`config.mk`:
```
export PLATFORM = sky130hd
export DESIGN_NAME = bresenham_line_rasterizer
export DESIGN_NICKNAME = d
export VERILOG_FILES = /design/src/hw/rtl/bres_pkg.sv /design/src/hw/rtl/bres_front.sv /design/src/hw/rtl/bres_queue.sv /design/src/hw/rtl/bres_back.sv /design/src/hw/rtl/bresenham_line_rasterizer.sv
export SDC_FILE = /design/constraint.sdc
export NUM_CORES = 1
export LEC_CHECK = 0
export BUFFER_PORTS_ARGS = -buffer_cell sky130_fd_sc_hd__buf_2
export CORE_MARGIN = 3
export CORE_UTILIZATION = 43
export CTS_CLUSTER_SIZE = 16
export DETAILED_ROUTE_END_ITERATION = 16
export HOLD_SLACK_MARGIN = 0.02
export PLACE_DENSITY = 0.6
export SYNTH_ARGS = -nofsm -noshare
export SYNTH_HDL_FRONTEND = slang
export SYNTH_HIERARCHICAL = 1
export SYNTH_SLANG_ARGS = --single-unit
```
`constraint.sdc`:
```
create_clock -name clock -period 8.6 [get_ports clock]
set_clock_uncertainty 0.1 [all_clocks]
set_input_delay 0.86 -clock clock [delete_from_list [all_inputs] [get_ports clock]]
set_output_delay 0.86 -clock clock [all_outputs]
set_load 0.05 [all_outputs]
```
`src/hw/rtl/bres_pkg.sv`:
```
// Shared constants, command codes and width helpers for the line rasterizer.
package bres_pkg;

   // Default coordinate width and depth of the queue between front and back.
   localparam int COORD_BITS_DEFAULT = 10;
   localparam int QUEUE_DEPTH_DEFAULT = 4;

   // Extra bits that the signed decision term and increments need.
   localparam int TERM_EXTRA_BITS = 3;

   // Command carried on the request tuser bit.
   typedef enum logic {
      CMD_START = 1'b0,
      CMD_NEXT  = 1'b1
   } cmd_type;

   // Width of the signed error term and increments.
   function automatic int term_bits(input int coord_bits);
      return coord_bits + TERM_EXTRA_BITS;
   endfunction

   // Width of one queued job: five flags, three coordinates, three terms.
   function automatic int job_bits(input int coord_bits);
      return 5 + 3 * coord_bits + 3 * term_bits(coord_bits);
   endfunction

   // Request tdata carries four coordinates, padded to whole bytes.
   function automatic int req_data_bits(input int coord_bits);
      return ((4 * coord_bits + 7) / 8) * 8;
   endfunction

   // Response tdata carries two coordinates, padded to whole bytes.
   function automatic int rsp_data_bits(input int coord_bits);
      return ((2 * coord_bits + 7) / 8) * 8;
   endfunction

endpackage

```
`src/hw/rtl/bres_front.sv`:
```
// Request decoder: classifies commands and sets up a line for the back end.
module bres_front #(
   parameter int COORD_BITS = bres_pkg::COORD_BITS_DEFAULT
) (
   input  logic                                          req_tvalid,
   output logic                                          req_tready,
   input  logic [bres_pkg::req_data_bits(COORD_BITS)-1:0] req_tdata,
   input  logic                                          req_tuser,
   input  logic                                          queue_full,
   output logic                                          push,
   output logic [bres_pkg::job_bits(COORD_BITS)-1:0]      push_job
);

   localparam int CB = COORD_BITS;
   localparam int EB = bres_pkg::term_bits(COORD_BITS);

   typedef struct packed {
      logic                 is_start;
      logic                 zero_len;
      logic                 steep;
      logic                 minor_down;
      logic                 minor_delta_zero;
      logic [CB-1:0]        x0;
      logic [CB-1:0]        y0;
      logic [CB-1:0]        major_end;
      logic signed [EB-1:0] err_term;
      logic signed [EB-1:0] inc_straight;
      logic signed [EB-1:0] inc_diag;
   } job_type;

   logic [CB-1:0]        xs, ys, xe, ye;
   logic [CB-1:0]        dx, dy, maj, mnr;
   logic [CB-1:0]        x0, y0, x1, y1;
   logic                 steep, swap;
   logic signed [EB-1:0] maj_ext, mnr_ext;
   job_type              job;

   // Accept whenever the queue has room; every transaction becomes one job.
   assign req_tready = !queue_full;
   assign push       = req_tvalid && !queue_full;

   // Endpoint fields from the lowest bits up.
   assign xs = req_tdata[CB-1:0];
   assign ys = req_tdata[2*CB-1:CB];
   assign xe = req_tdata[3*CB-1:2*CB];
   assign ye = req_tdata[4*CB-1:3*CB];

   // Absolute deltas, major axis choice and endpoint ordering.
   always_comb begin
      dx    = (xs > xe) ? (xs - xe) : (xe - xs);
      dy    = (ys > ye) ? (ys - ye) : (ye - ys);
      steep = (dx < dy);
      swap  = steep ? (ys > ye) : (xs > xe);
      x0    = swap ? xe : xs;
      y0    = swap ? ye : ys;
      x1    = swap ? xs : xe;
      y1    = swap ? ys : ye;
      maj   = steep ? dy : dx;
      mnr   = steep ? dx : dy;
   end

   // Decision term and increments, all in signed term width.
   assign maj_ext = {{(EB-CB){1'b0}}, maj};
   assign mnr_ext = {{(EB-CB){1'b0}}, mnr};

   always_comb begin
      job.is_start         = (req_tuser == bres_pkg::CMD_START);
      job.zero_len         = (dx == '0) && (dy == '0);
      job.steep            = steep;
      job.minor_down       = steep ? (x1 < x0) : (y1 < y0);
      job.minor_delta_zero = (mnr == '0);
      job.x0               = x0;
      job.y0               = y0;
      job.major_end        = steep ? y1 : x1;
      job.err_term         = (mnr_ext <<< 1) - maj_ext;
      job.inc_straight     = mnr_ext <<< 1;
      job.inc_diag         = (mnr_ext - maj_ext) <<< 1;
   end

   assign push_job = job;

endmodule

```
`src/hw/rtl/bres_queue.sv`:
```
// Small FIFO of decoded jobs between the front and the back end.
module bres_queue #(
   parameter int WIDTH = 8,
   parameter int DEPTH = bres_pkg::QUEUE_DEPTH_DEFAULT
) (
   input  logic             clock,
   input  logic             reset,
   input  logic             push,
   input  logic [WIDTH-1:0] push_data,
   input  logic             pop,
   output logic [WIDTH-1:0] pop_data,
   output logic             full,
   output logic             empty
);

   localparam int PW = (DEPTH > 1) ? $clog2(DEPTH) : 1;
   localparam int CW = $clog2(DEPTH + 1);

   logic [WIDTH-1:0] slot_ff [DEPTH];
   logic [PW-1:0]    wr_ptr_ff, wr_ptr_in;
   logic [PW-1:0]    rd_ptr_ff, rd_ptr_in;
   logic [CW-1:0]    count_ff, count_in;

   assign full     = (count_ff == CW'(DEPTH));
   assign empty    = (count_ff == '0);
   assign pop_data = slot_ff[rd_ptr_ff];

   // Pointer and count updates with wrap at the last slot.
   always_comb begin
      wr_ptr_in = wr_ptr_ff;
      rd_ptr_in = rd_ptr_ff;
      count_in  = count_ff;
      if (push) begin
         wr_ptr_in = (wr_ptr_ff == PW'(DEPTH - 1)) ? '0 : wr_ptr_ff + 1'b1;
      end
      if (pop) begin
         rd_ptr_in = (rd_ptr_ff == PW'(DEPTH - 1)) ? '0 : rd_ptr_ff + 1'b1;
      end
      if (push && !pop) begin
         count_in = count_ff + 1'b1;
      end else if (pop && !push) begin
         count_in = count_ff - 1'b1;
      end
   end

   always_ff @(posedge clock) begin
      if (reset) begin
         wr_ptr_ff <= '0;
         rd_ptr_ff <= '0;
         count_ff  <= '0;
      end else begin
         wr_ptr_ff <= wr_ptr_in;
         rd_ptr_ff <= rd_ptr_in;
         count_ff  <= count_in;
      end
   end

   // Payload slots carry no reset.
   always_ff @(posedge clock) begin
      if (push) begin
         slot_ff[wr_ptr_ff] <= push_data;
      end
   end

   // The count never passes the depth.
   assert property (@(posedge clock) disable iff (reset) count_ff <= CW'(DEPTH))
      else $error("queue count exceeds depth");

   // Nothing is taken from an empty queue or written into a full one.
   assert property (@(posedge clock) disable iff (reset) !(pop && empty) && !(push && full))
      else $error("queue overflow or underflow");

   // The count rises by one on a push without a pop.
   assert property (@(posedge clock) disable iff (reset)
      (push && !pop) |=> (count_ff == $past(count_ff) + 1'b1))
      else $error("queue count did not advance on push");

endmodule

```
`src/hw/rtl/bres_back.sv`:
```
// Line stepper: holds the line state and produces one result per job.
module bres_back #(
   parameter int COORD_BITS = bres_pkg::COORD_BITS_DEFAULT
) (
   input  logic                                          clock,
   input  logic                                          reset,
   input  logic                                          queue_empty,
   input  logic [bres_pkg::job_bits(COORD_BITS)-1:0]      pop_job,
   output logic                                          pop,
   output logic                                          rsp_tvalid,
   input  logic                                          rsp_tready,
   output logic [bres_pkg::rsp_data_bits(COORD_BITS)-1:0] rsp_tdata,
   output logic                                          rsp_tlast,
   output logic                                          rsp_tuser
);

   localparam int CB = COORD_BITS;
   localparam int EB = bres_pkg::term_bits(COORD_BITS);
   localparam int OB = bres_pkg::rsp_data_bits(COORD_BITS);

   typedef struct packed {
      logic                 is_start;
      logic                 zero_len;
      logic                 steep;
      logic                 minor_down;
      logic                 minor_delta_zero;
      logic [CB-1:0]        x0;
      logic [CB-1:0]        y0;
      logic [CB-1:0]        major_end;
      logic signed [EB-1:0] err_term;
      logic signed [EB-1:0] inc_straight;
      logic signed [EB-1:0] inc_diag;
   } job_type;

   job_type job;

   // Line state.
   logic                 busy_ff, busy_in;
   logic                 steep_ff, steep_in;
   logic                 minor_down_ff, minor_down_in;
   logic                 mdz_ff, mdz_in;
   logic [CB-1:0]        cur_x_ff, cur_x_in;
   logic [CB-1:0]        cur_y_ff, cur_y_in;
   logic [CB-1:0]        major_end_ff, major_end_in;
   logic signed [EB-1:0] err_ff, err_in;
   logic signed [EB-1:0] inc_s_ff, inc_s_in;
   logic signed [EB-1:0] inc_d_ff, inc_d_in;

   // Output register.
   logic                 out_valid_ff, out_valid_in;
   logic                 pix_valid_ff, pix_valid_in;
   logic [CB-1:0]        pix_x_ff, pix_x_in;
   logic [CB-1:0]        pix_y_ff, pix_y_in;
   logic                 pix_last_ff, pix_last_in;

   logic [CB-1:0]        major_cur, minor_cur, major_nxt, minor_nxt;
   logic                 step_last;

   assign job = pop_job;

   // Take a job when one is queued and the output register is free or draining.
   assign pop = !queue_empty && (!out_valid_ff || rsp_tready);

   // One Bresenham step along the major axis.
   always_comb begin
      major_cur = steep_ff ? cur_y_ff : cur_x_ff;
      minor_cur = steep_ff ? cur_x_ff : cur_y_ff;
      major_nxt = major_cur + 1'b1;
      minor_nxt = minor_cur;
      if (!err_ff[EB-1] && !mdz_ff) begin
         minor_nxt = minor_down_ff ? minor_cur - 1'b1 : minor_cur + 1'b1;
      end
      step_last = (major_nxt == major_end_ff);
   end

   // Next state of the line and the output register.
   always_comb begin
      busy_in       = busy_ff;
      steep_in      = steep_ff;
      minor_down_in = minor_down_ff;
      mdz_in        = mdz_ff;
      cur_x_in      = cur_x_ff;
      cur_y_in      = cur_y_ff;
      major_end_in  = major_end_ff;
      err_in        = err_ff;
      inc_s_in      = inc_s_ff;
      inc_d_in      = inc_d_ff;
      out_valid_in  = out_valid_ff && !rsp_tready;
      pix_valid_in  = pix_valid_ff;
      pix_x_in      = pix_x_ff;
      pix_y_in      = pix_y_ff;
      pix_last_in   = pix_last_ff;
      if (pop) begin
         out_valid_in = 1'b1;
         if (job.is_start) begin
            // A start abandons any line in progress and emits the lower endpoint.
            cur_x_in     = job.x0;
            cur_y_in     = job.y0;
            busy_in      = !job.zero_len;
            pix_valid_in = 1'b1;
            pix_x_in     = job.x0;
            pix_y_in     = job.y0;
            pix_last_in  = job.zero_len;
            if (!job.zero_len) begin
               steep_in      = job.steep;
               minor_down_in = job.minor_down;
               mdz_in        = job.minor_delta_zero;
               major_end_in  = job.major_end;
               err_in        = job.err_term;
               inc_s_in      = job.inc_straight;
               inc_d_in      = job.inc_diag;
            end
         end else if (busy_ff) begin
            // Advance one pixel along the line.
            cur_x_in     = steep_ff ? minor_nxt : major_nxt;
            cur_y_in     = steep_ff ? major_nxt : minor_nxt;
            err_in       = err_ff[EB-1] ? (err_ff + inc_s_ff) : (err_ff + inc_d_ff);
            busy_in      = !step_last;
            pix_valid_in = 1'b1;
            pix_x_in     = steep_ff ? minor_nxt : major_nxt;
            pix_y_in     = steep_ff ? major_nxt : minor_nxt;
            pix_last_in  = step_last;
         end else begin
            // A next command with no line in progress gives an empty result.
            pix_valid_in = 1'b0;
            pix_x_in     = '0;
            pix_y_in     = '0;
            pix_last_in  = 1'b0;
         end
      end
   end

   always_ff @(posedge clock) begin
      if (reset) begin
         busy_ff       <= 1'b0;
         steep_ff      <= 1'b0;
         minor_down_ff <= 1'b0;
         mdz_ff        <= 1'b0;
         cur_x_ff      <= '0;
         cur_y_ff      <= '0;
         major_end_ff  <= '0;
         err_ff        <= '0;
         inc_s_ff      <= '0;
         inc_d_ff      <= '0;
         out_valid_ff  <= 1'b0;
      end else begin
         busy_ff       <= busy_in;
         steep_ff      <= steep_in;
         minor_down_ff <= minor_down_in;
         mdz_ff        <= mdz_in;
         cur_x_ff      <= cur_x_in;
         cur_y_ff      <= cur_y_in;
         major_end_ff  <= major_end_in;
         err_ff        <= err_in;
         inc_s_ff      <= inc_s_in;
         inc_d_ff      <= inc_d_in;
         out_valid_ff  <= out_valid_in;
      end
   end

   // Pixel payload needs no reset.
   always_ff @(posedge clock) begin
      pix_valid_ff <= pix_valid_in;
      pix_x_ff     <= pix_x_in;
      pix_y_ff     <= pix_y_in;
      pix_last_ff  <= pix_last_in;
   end

   assign rsp_tvalid = out_valid_ff;
   assign rsp_tdata  = OB'({pix_y_ff, pix_x_ff});
   assign rsp_tlast  = pix_last_ff;
   assign rsp_tuser  = pix_valid_ff;

   // A last pixel is always a real pixel.
   assert property (@(posedge clock) disable iff (reset)
      (out_valid_ff && pix_last_ff) |-> pix_valid_ff)
      else $error("last flag on an empty result");

   // A step that reaches the far endpoint ends the line.
   assert property (@(posedge clock) disable iff (reset)
      (pop && !job.is_start && busy_ff && step_last) |=> !busy_ff)
      else $error("line still busy after its last pixel");

   // A start of nonzero length leaves a line in progress.
   assert property (@(posedge clock) disable iff (reset)
      (pop && job.is_start && !job.zero_len) |=> busy_ff)
      else $error("line not started");

   // A stalled result register is not overwritten.
   assert property (@(posedge clock) disable iff (reset)
      (out_valid_ff && !rsp_tready) |-> !pop)
      else $error("job taken while the result register is stalled");

endmodule

```
`src/hw/rtl/bresenham_line_rasterizer.sv`:
```
// Top level of the Bresenham line rasterizer with a pixel-pull interface.
//
// Request channel (req_): one transaction per command. tuser is the command:
// start a line from the two endpoints in tdata, or pull the next pixel.
// Response channel (rsp_): exactly one transaction per request, in order.
// tuser says whether a pixel was produced, tlast marks the far endpoint.
// A start emits the endpoint that is lower along the major axis; each next
// emits one more pixel; a next with no line in progress gives tuser low.
// The job is written into the queue when the request is accepted and
// is then loaded from the queue into the output register. The block
// sustains one transaction per cycle while the receiver takes responses,
// as the error update and pixel step in the back end are combinational.
// The front end decodes each request into a job and pushes it into a
// four-entry queue; the back end pops jobs while its output register is
// free or draining. When the receiver stalls, the output register holds
// its pixel, the queue fills, and req_tready falls once the queue is full.
// Synchronous reset empties the queue, drops any line in progress and
// clears the line state to zero.
module bresenham_line_rasterizer #(
   parameter int COORD_BITS = bres_pkg::COORD_BITS_DEFAULT
) (
   input  logic                                          clock,
   input  logic                                          reset,
   input  logic                                          req_tvalid,
   output logic                                          req_tready,
   // tdata from bit 0: x_start, y_start, x_end, y_end, zero padding
   input  logic [bres_pkg::req_data_bits(COORD_BITS)-1:0] req_tdata,
   // tuser: cmd
   input  logic                                          req_tuser,
   output logic                                          rsp_tvalid,
   input  logic                                          rsp_tready,
   // tdata from bit 0: pixel_x, pixel_y, zero padding
   output logic [bres_pkg::rsp_data_bits(COORD_BITS)-1:0] rsp_tdata,
   // tuser: pixel_valid
   output logic                                          rsp_tuser,
   output logic                                          rsp_tlast
);

   localparam int JB = bres_pkg::job_bits(COORD_BITS);

   logic          push, pop, queue_full, queue_empty;
   logic [JB-1:0] push_job, pop_job;

   bres_front #(
      .COORD_BITS(COORD_BITS)
   ) u_front (
      .req_tvalid (req_tvalid),
      .req_tready (req_tready),
      .req_tdata  (req_tdata),
      .req_tuser  (req_tuser),
      .queue_full (queue_full),
      .push       (push),
      .push_job   (push_job)
   );

   bres_queue #(
      .WIDTH(JB),
      .DEPTH(bres_pkg::QUEUE_DEPTH_DEFAULT)
   ) u_queue (
      .clock     (clock),
      .reset     (reset),
      .push      (push),
      .push_data (push_job),
      .pop       (pop),
      .pop_data  (pop_job),
      .full      (queue_full),
      .empty     (queue_empty)
   );

   bres_back #(
      .COORD_BITS(COORD_BITS)
   ) u_back (
      .clock       (clock),
      .reset       (reset),
      .queue_empty (queue_empty),
      .pop_job     (pop_job),
      .pop         (pop),
      .rsp_tvalid  (rsp_tvalid),
      .rsp_tready  (rsp_tready),
      .rsp_tdata   (rsp_tdata),
      .rsp_tlast   (rsp_tlast),
      .rsp_tuser   (rsp_tuser)
   );

endmodule
```
==> impl_metrics.tcl, run 1 <==
set metrics [dict create \
    ff2ff_path_depth 12 \
    port_buffers 68 \
    arrival_ns 8.03 \
    ioPinCount 73 \
    fin_crit_ns 7.71 \
    final-hold-violation-count 0 \
    routed_via_density 5.70 \
    period_share 0.897 \
    drtIter0Drc 1085 \
    dp_cells 2458 \
    cts-htree-levels 2 \
    reg2reg_setup_slack_ns 4.21 \
    ant_nets 0 \
    crit_top_cell "ha_1" \
    max_freq_mhz 130 \
    ys_ff_latch 401 \
    crit_start "req_tdata[0]" \
    antenna_found_initial 0 \
    synth-edff-count 318 \
    yosysSeqAreaShare 0.525 \
    cts-root-buf "clkbuf_16" \
    slew_viol_final 0 \
    nets 1976 \
    cts.clk_slew.worst_paths_ns 0.06 \
    rr_endpoint "u_back/err_ff[12]" \
    grt_pass1_wl_mm 82.6 \
    tritoncts "yes" \
    cp_max_fo 13 \
    syn_inst 1786 \
    whs_ns 0.351 \
    syn2layout_area_growth_pct 11.1 \
    tns_ns 0 \
    dr.pass1.iters 5 \
    critPathMaxStageDelay_ns 0.45 \
    ys.flop_type "edfxtp_1" \
    hpwl_mm 36.4 \
    die_h_um 229 \
    outcome "finished clean" \
    overflow 0 \
    ys_types 98 \
    drive_gt1_frac 0.173 \
    worst_setup_path_end_kind "flop" \
    p_leak_nw 8.72 \
    fillers 4323 \
    holdBufCountCts 0 \
    ys_async_sr_fraction 0 \
    clkLatencyLatePin_ns 0.56 \
    rsz0062_at_grt "no" \
    cts_setup_buffers 0 \
    first_global_vias 14155 \
    worstMarginPinSlew_ns 1.19 \
    finalSetupViolCount 0 \
    clock_tree.buffer_depth 3 \
    grt_max_degree 73 \
    cts.repair.resized 0 \
    syn_avg_cell_area_um2 12.0 \
    worst-setup-path-type "in -> reg" \
    cts_buffers 43 \
    die_w_um 229 \
    die_area_um2 52400 \
    finalWeightedCongestion 0.868 \
    cp_slowest_cell "ha_1" \
    synthesis.area_um2 21400 \
    ir_drop_mv 0.172 \
    core-area_um2 49000 \
    drv_cap 0 \
    endpoint "u_queue/slot_ff[1][37]" \
    wl_per_cell_um 20.8 \
    p_per_area_nw_per_um2 393 \
    slew_headroom 0.200 \
    grt_usage 0.201 \
    finalNonFillerCells 2539 \
    drc 0 \
    clock-sinks 401 \
    vias 14469 \
    setup.worst_path.start_class "input port" \
    initial_utilization 0.436 \
    min-delay-path-class "reg -> reg" \
    yosysWarnings 6 \
    rows 81 \
    crit_required_ns 8.92 \
    hold_depth 2 \
    wl_mm 52.8 \
]
## stage by stage
step	setup WS [ns]	instance area, um2	utilization	power [mW]
final	0.888	23700	0.485	9.33
after global routing	0.326	23700	0.485	9.91
after CTS	0.912	23700	0.485	9.39
after detailed placement	0.341	22300	0.456	7.54
after global placement	0.479	22300	0.456	7.45
after floorplan	0.492	21400	-	6.34
## where the power goes
part / leakage, nW / switching [mW] / internal (mW)
Sequential: 3.61 / 0.305 / 3.02
Clock: 0.691 / 0.761 / 1.05
Combinational: 4.42 / 2.67 / 1.52
Total: 8.72 / 3.73 / 5.59
## how the worst min path moves through the flow
stage	from	slack, ns	end
5_1_grt	u_back/inc_s_ff[2]	0.37	u_back/inc_s_ff[2]
2_1_floorplan	u_back/inc_s_ff[0]	0.33	u_back/inc_s_ff[0]
6_report	u_back/inc_s_ff[7]	0.35	u_back/inc_s_ff[7]
3_5_place_dp	u_back/inc_s_ff[7]	0.34	u_back/inc_s_ff[7]
4_1_cts	u_back/inc_s_ff[7]	0.35	u_back/inc_s_ff[7]
3_3_place_gp	u_back/inc_d_ff[12]	0.34	u_back/inc_d_ff[12]
## synthesized netlist by cell type (12+ instances only)
cell      number  area (um2)
edfxtp_1     318        9550
nand2_1      217         815
a21oi_1      125         626
nor2_1        94         353
o21ai_0       87         435
ha_1          84        1050
dfxtp_1       83        1660
inv_1         78         293
mux4_2        74        1670
clkbuf_1      44         165
mux2i_1       39         390
xnor2_1       37         324
nor3_1        36         180
xor2_1        36         315
nand3_1       29         145
mux2_2        28         315
a211oi_1      23         173
buf_2         21         105
a21o_1        17         128
a31oi_1       16         100
o211ai_1      16         120
buf_4         15         113
nor2b_1       14        87.6
and2_1        12        75.1
o21a_1        12        90.1
## final cells by class
class	count	area, um2	area share
Clock inverter	22	196	0.00828
Multi-Input combinational cell	1211	9380	0.395
Inverter	81	307	0.0129
Tap cell	664	831	0.0350
Clock buffer	58	1200	0.0507
Antenna cell	1	2.50	0.000105
Timing Repair Buffer	101	588	0.0248
Sequential cell	401	11200	0.473
## flip-flops by register name (all words and copies together) (netlist names), 13 cells and up, named ones only
name,flops
u_back/err_ff,13
u_back/inc_d_ff,13
u_back/inc_s_ff,13
u_queue/slot_ff,296
## metal layers
layer | GRT usage | share of wire | vias up
met5 | 0 | 0 | -
met1 | 0.286 | 0.46 | 7193
li1 | - | - | 6797
met3 | 0.0325 | 0.057 | 55
met2 | 0.323 | 0.47 | 424
met4 | 0.0498 | 0.019 | 0
## worst max-delay path, delay by kind of cell
kind	cells	cell delay, ns
AOI/OAI and AO/OA	15	3.35
xor gates and xnor gates	1	0.20
adders and majority gates	4	1.33
buffers and inverters	6	0.79
muxes	1	0.31
and+or+nand+nor	7	1.16
## cells by family (layout without fill, tap and decap cells)
logic type / count (synthesis) / in the layout / share of synthesized area
compound gates: 399 / 399 / 0.122
xor+xnor: 74 / 74 / 0.0307
fa+ha+maj: 92 / 92 / 0.0567
buf+inv: 180 / 262 / 0.0384
flops: 401 / 401 / 0.525
mux: 145 / 145 / 0.114
other cells: 2 / 9 / 0.000352
simple gates: 493 / 493 / 0.113
## cell usage in the layout, fill, tap and decap left out, types with 9 or more instances in the layout
master,count
clkbuf_16,44
inv_1,78
o21a_1,12
mux4_2,74
o211ai_1,16
buf_2,68
nor2_1,93
xnor2_1,37
nand2b_1,10
a21o_1,17
o21ai_1,11
nand3_1,29
nand2_1,217
a21oi_1,125
and3_1,11
buf_4,33
nor3_1,36
mux2i_1,39
a211oi_1,23
nor2b_1,14
o21ai_0,87
mux2_2,28
ha_1,84
dfxtp_1,80
edfxtp_1,318
a31oi_1,16
xor2_1,36
nand3b_1,11
clkbuf_1,9
(Power assumes the default switching activity.)
==> run 2: changes to the inputs <==
CELL_PAD_IN_SITES_DETAIL_PLACEMENT = 0   (was not set)
CELL_PAD_IN_SITES_GLOBAL_PLACEMENT = 1   (was not set)
PLACE_DENSITY = 0.71   (was 0.6)
==> run 2 against run 1 <==
Die area is the same. Maximum frequency shrank 1.9%. Count of clock-buffer cells in the layout shrank 6. Register-to-register slack gained 0.41 ns.
==> impl_metrics.tcl, run 2 (synthesized netlist as in run 1, its figures left out) <==
set metrics [dict create \
    outcome "finished clean" \
    holdBufCountCts 0 \
    drc 0 \
    core-area_um2 49000 \
    cp_slowest_cell "a211oi_2" \
    worst-setup-path-type "in -> reg" \
    slew_viol_final 0 \
    dr.pass1.iters 5 \
    p_per_area_nw_per_um2 393 \
    finalWeightedCongestion 0.868 \
    initial_utilization 0.436 \
    tns_ns 0 \
    max_freq_mhz 127 \
    port_buffers 68 \
    worst_setup_path_end_kind "flop" \
    fillers 4316 \
    setup.worst_path.start_class "input port" \
    whs_ns 0.353 \
    critPathMaxStageDelay_ns 0.51 \
    grt_usage 0.201 \
    antenna_found_initial 1 \
    grt_pass1_wl_mm 82.8 \
    period_share 0.914 \
    p_int_mw 5.60 \
    swShare 0.399 \
    min-delay-path-class "reg -> reg" \
    syn2layout_area_growth_pct 11.0 \
    die_area_um2 52400 \
    fin_crit_ns 7.86 \
    crit_start "req_tdata[0]" \
    p_leak_nw 8.70 \
    clock_tree.buffer_depth 3 \
    grt_max_degree 73 \
    crit_top_cell "ha_1" \
    ant_nets 0 \
    ioPinCount 73 \
    clock-sinks 401 \
    final_common_cell "edfxtp_1" \
    comb_power_share 0.458 \
    tritoncts "yes" \
    die_h_um 229 \
    regArea_um2 11200 \
    regMostFlops "u_queue/slot_ff" \
    die_w_um 229 \
    slew_headroom 0.286 \
    dp_cells 2461 \
    cts_buffers 41 \
    p_clk_frac 0.191 \
    wl_mm 53.0 \
    finalSetupViolCount 0 \
    drive_gt1_frac 0.174 \
    cts.clk_slew.worst_paths_ns 0.06 \
    largest_register_ffs 296 \
    wl_per_cell_um 20.9 \
    seqPwrFrac 0.351 \
    place_area_um2 22300 \
    cp_max_fo 13 \
    routed_via_density 5.62 \
    final_cell_mix "edfxtp_1, nand2_1, a21oi_1" \
    crit_required_ns 8.76 \
    multi_input_area_um2 9380 \
    nets 1977 \
    final-hold-violation-count 0 \
    rsz0062_at_grt "no" \
    clkLatencyLatePin_ns 0.53 \
    arrival_ns 8.02 \
    cts-root-buf "clkbuf_16" \
    hold_path.startpoint "u_back/inc_d_ff[6]" \
    cts-htree-levels 2 \
    ir_drop_mv 0.155 \
    p_sw_mw 3.71 \
    overflow 0 \
    vias 14258 \
    drtIter0Drc 853 \
    finalNonFillerCells 2538 \
    rows 81 \
    worstMarginPinSlew_ns 1.06 \
    finalInstanceArea_um2 23700 \
    drv_cap 0 \
    hpwl_mm 37.2 \
    first_global_vias 14265 \
]
-- run 2: cell count changes in the layout (fill, tap and decap cells not counted), sizes merged --
cell      before  now
diode          1    2
clkinv        15   12
buf          101  104
clkbuf        58   52
bufinv         2    4
clkinvlp       1    3
-- run 2: layout make-up --
cell class / instances / share of cell area
Sequential cell: 401 / 0.473
Multi-Input combinational cell: 1211 / 0.396
Clock buffer: 52 / 0.0472
Tap cell: 664 / 0.0350
Timing Repair Buffer: 104 / 0.0258
Inverter: 81 / 0.0129
Clock inverter: 23 / 0.00987
Antenna cell: 2 / 0.000211
-- run 2: layer usage --
| layer | global-route usage | up-vias | wire [um] |
|---|---|---|---|
| li1 | - | 6815 | - |
| met1 | 0.286 | 7030 | 24700 |
| met2 | 0.324 | 351 | 24500 |
| met3 | 0.0262 | 62 | 2560 |
| met4 | 0.0561 | 0 | 1330 |
| met5 | 0 | - | 0 |
-- run 2: worst max-delay path, delay by kind of cell --
family / cells / cell delay, ns
XOR/XNOR: 1 / 0.22
adder cells (fa/ha/maj): 4 / 1.35
AO/OA/AOI/OAI: 15 / 3.86
buffers and inverters: 4 / 0.41
multiplexers: 1 / 0.32
AND/OR/NAND/NOR: 6 / 1.02
-- run 2: timing repair --
action | in CTS | in global routing
buffers inserted | 0 | 0
resized for setup | 0 | 1
endpoints found under the setup margin | 0 | 8
-- run 2: worst paths after layout --
| kind | endpoint | slack (ns) | cells after the start |
|---|---|---|---|
| max | u_queue/slot_ff[0][38] | 0.74 | 31 |
| min | u_back/inc_d_ff[6] | 0.35 | 2 |
| max reg2reg | u_back/err_ff[12] | 4.62 | 12 |
| min reg2reg | u_back/inc_d_ff[6] | 0.35 | 2 |
-- run 2: power groups by stage --
stage	clock network [mW]	registers, mW	logic, mW
after floorplan	0	3.41	2.93
after global placement	0	3.28	4.19
after detailed placement	0	3.31	4.26
after CTS	1.82	3.27	4.28
after global routing	1.90	3.32	4.67
final	1.78	3.27	4.26
-- run 2: per-stage QoR --
stage / worst slack (ns) / utilization / total power, mW
after floorplan: 0.492 / - / 6.34
after global placement: 0.317 / 0.456 / 7.47
after detailed placement: 0.0290 / 0.456 / 7.57
after CTS: 0.560 / 0.484 / 9.37
after global routing: 0.204 / 0.484 / 9.90
final: 0.740 / 0.484 / 9.31
==> run 3: changes to the inputs <==
PLACE_DENSITY = not set   (was 0.71)
PLACE_DENSITY_LB_ADDON = 0.08   (was not set)
==> run 3 against run 2 <==
Sequential share of layout area decreased by 0.072 points. Wire length grew 3.0%. Non-clock buffer count decreased by 1. Sequential power hardly changed. Flip-flop and latch count is the same. Via count decreased by 1.5%. Critical path depth is 1 lower. Maximum frequency grew 1.9%. Highest routed layer unchanged. Design area grew 0.15%. Critical path type unchanged. Count of clock-buffer cells in the layout grew 2. Total power is 1.0% higher.
==> impl_metrics.tcl, run 3 (synthesized netlist as in run 1, its figures left out) <==
set metrics [dict create \
    drtIter0Drc 1009 \
    cp.depth 30 \
    fillers 4401 \
    final_cell_mix "edfxtp_1, nand2_1, a21oi_1" \
    p_clk_frac 0.196 \
    regArea_um2 11200 \
    grt_pass1_wl_mm 84.4 \
    cts_buffers 42 \
    multi_input_area_um2 9380 \
    first_global_vias 13901 \
    reg2reg_setup_slack_ns 4.86 \
    cts.clk_slew.worst_paths_ns 0.06 \
    rows 81 \
    cts.repair.resized 0 \
    top_usage_layer "met2" \
    arrival_ns 7.97 \
    endpoint "u_queue/slot_ff[0][36]" \
    cts-root-buf "clkbuf_16" \
    setup.worst_path.start_class "input port" \
    seqPwrFrac 0.349 \
    tritoncts "yes" \
    dp_cells 2460 \
    rsz0062_at_grt "no" \
    crit_start "req_tdata[0]" \
    largest_register_ffs 296 \
    ff2ff_path_depth 10 \
    critPathTopFamily "compound AO/OA/AOI/OAI gates" \
    vias 14050 \
    period_share 0.897 \
    swShare 0.398 \
    clock-sinks 401 \
    hpwl_mm 38.8 \
    drive_gt1_frac 0.171 \
    worst_setup_path_end_kind "flop" \
    p_leak_nw 8.72 \
    r2r_start "u_back/steep_ff" \
    globalRouteMet1Util 0.308 \
    finalNonFillerCells 2537 \
    tns_ns 0 \
    worst-setup-path-type "in -> reg" \
    critPathMaxStageDelay_ns 0.72 \
    drc 0 \
    port_buffers 68 \
    syn2layout_area_growth_pct 11.2 \
    comb_power_share 0.456 \
    p_sw_mw 3.74 \
    antenna_found_initial 0 \
    overflow 0 \
    slew_viol_final 0 \
    grt_usage 0.209 \
    dr.pass1.iters 5 \
    min-delay-path-class "reg -> reg" \
    grt_use_met2 0.324 \
    finalWeightedCongestion 0.911 \
    wl_per_cell_um 21.5 \
    holdBufCountCts 0 \
    power_mw 9.40 \
    cp_max_fo 34 \
    cts_setup_buffers 0 \
    grt_max_degree 73 \
    cts-htree-levels 2 \
    drv_cap 0 \
    initial_utilization 0.436 \
    regMostFlops "u_queue/slot_ff" \
    crit_required_ns 8.86 \
    ir_drop_mv 0.185 \
    slew_headroom 0.272 \
    die_area_um2 52400 \
    fin_crit_ns 7.71 \
    use_met3 0.0275 \
    wl_mm 54.6 \
    clock_tree.buffer_depth 3 \
    ant_nets 0 \
    die_w_um 229 \
    rr_endpoint "u_back/pix_y_ff[8]" \
    outcome "finished clean" \
    max_freq_mhz 130 \
    clkLatencyLatePin_ns 0.56 \
    ioPinCount 73 \
    core-area_um2 49000 \
    finalSetupViolCount 0 \
    nets 1977 \
    final_common_cell "edfxtp_1" \
    routed_via_density 5.54 \
    p_per_area_nw_per_um2 396 \
    cp_slowest_cell "o21ai_0" \
    final-hold-violation-count 0 \
    die_h_um 229 \
    p_int_mw 5.66 \
    worstMarginPinSlew_ns 1.08 \
    path_buf_inv 5 \
]
-- run 3: final cells by class --
| cell class | instances | area share |
|---|---|---|
| flip-flops and latches | 401 | 0.473 |
| multi-input cells | 1211 | 0.395 |
| clock buffers | 54 | 0.0479 |
| well taps | 664 | 0.0350 |
| repair buffers | 103 | 0.0254 |
| inverters | 81 | 0.0129 |
| clock inverters | 22 | 0.0111 |
| diodes | 1 | 0.000105 |
-- run 3: through the flow --
stage | cell area, um2 | hold slack, ns | utilization | worst slack (ns)
CTS | 23700 | 0.353 | 0.485 | 0.851
finish | 23700 | 0.353 | 0.485 | 0.885
detailed placement | 22300 | 0.345 | 0.456 | 0.281
floorplan | 21400 | 0.333 | - | 0.492
global placement | 22300 | 0.340 | 0.456 | 0.413
global route | 23700 | 0.366 | 0.485 | 0.270
-- run 3: tightest hold or removal path: stages (launching register included) --
cell and delay [ns]:
dfxtp_1 0.30, nand2_1 0.05, a21oi_1 0.05
-- run 3: worst min-delay path by stage --
stage | slack [ns] | cells past startpoint | end | from
finish | 0.35 | 2 | u_back/inc_d_ff[7] | u_back/inc_d_ff[7]
floorplan | 0.33 | 2 | u_back/inc_s_ff[0] | u_back/inc_s_ff[0]
CTS | 0.35 | 2 | u_back/inc_s_ff[8] | u_back/inc_s_ff[8]
global route | 0.37 | 2 | u_back/inc_s_ff[8] | u_back/inc_s_ff[8]
global placement | 0.34 | 2 | u_back/inc_s_ff[10] | u_back/inc_s_ff[10]
detailed placement | 0.35 | 2 | u_back/inc_s_ff[8] | u_back/inc_s_ff[8]
-- run 3: layer usage --
| layer | up-vias | wire length (um) |
|---|---|---|
| met1 | 6944 | 26800 |
| met5 | - | 0 |
| met2 | 259 | 24400 |
| met4 | 0 | 1480 |
| met3 | 59 | 1960 |
| li1 | 6788 | - |
-- run 3: power groups by stage --
stage          clock, mW  sequential [mW]  combinational (mW)
3_3_place_gp           0             3.30                4.26
3_5_place_dp           0             3.32                4.31
2_1_floorplan          0             3.41                2.93
6_report            1.84             3.28                4.28
4_1_cts             1.89             3.28                4.33
5_1_grt             1.97             3.33                4.72
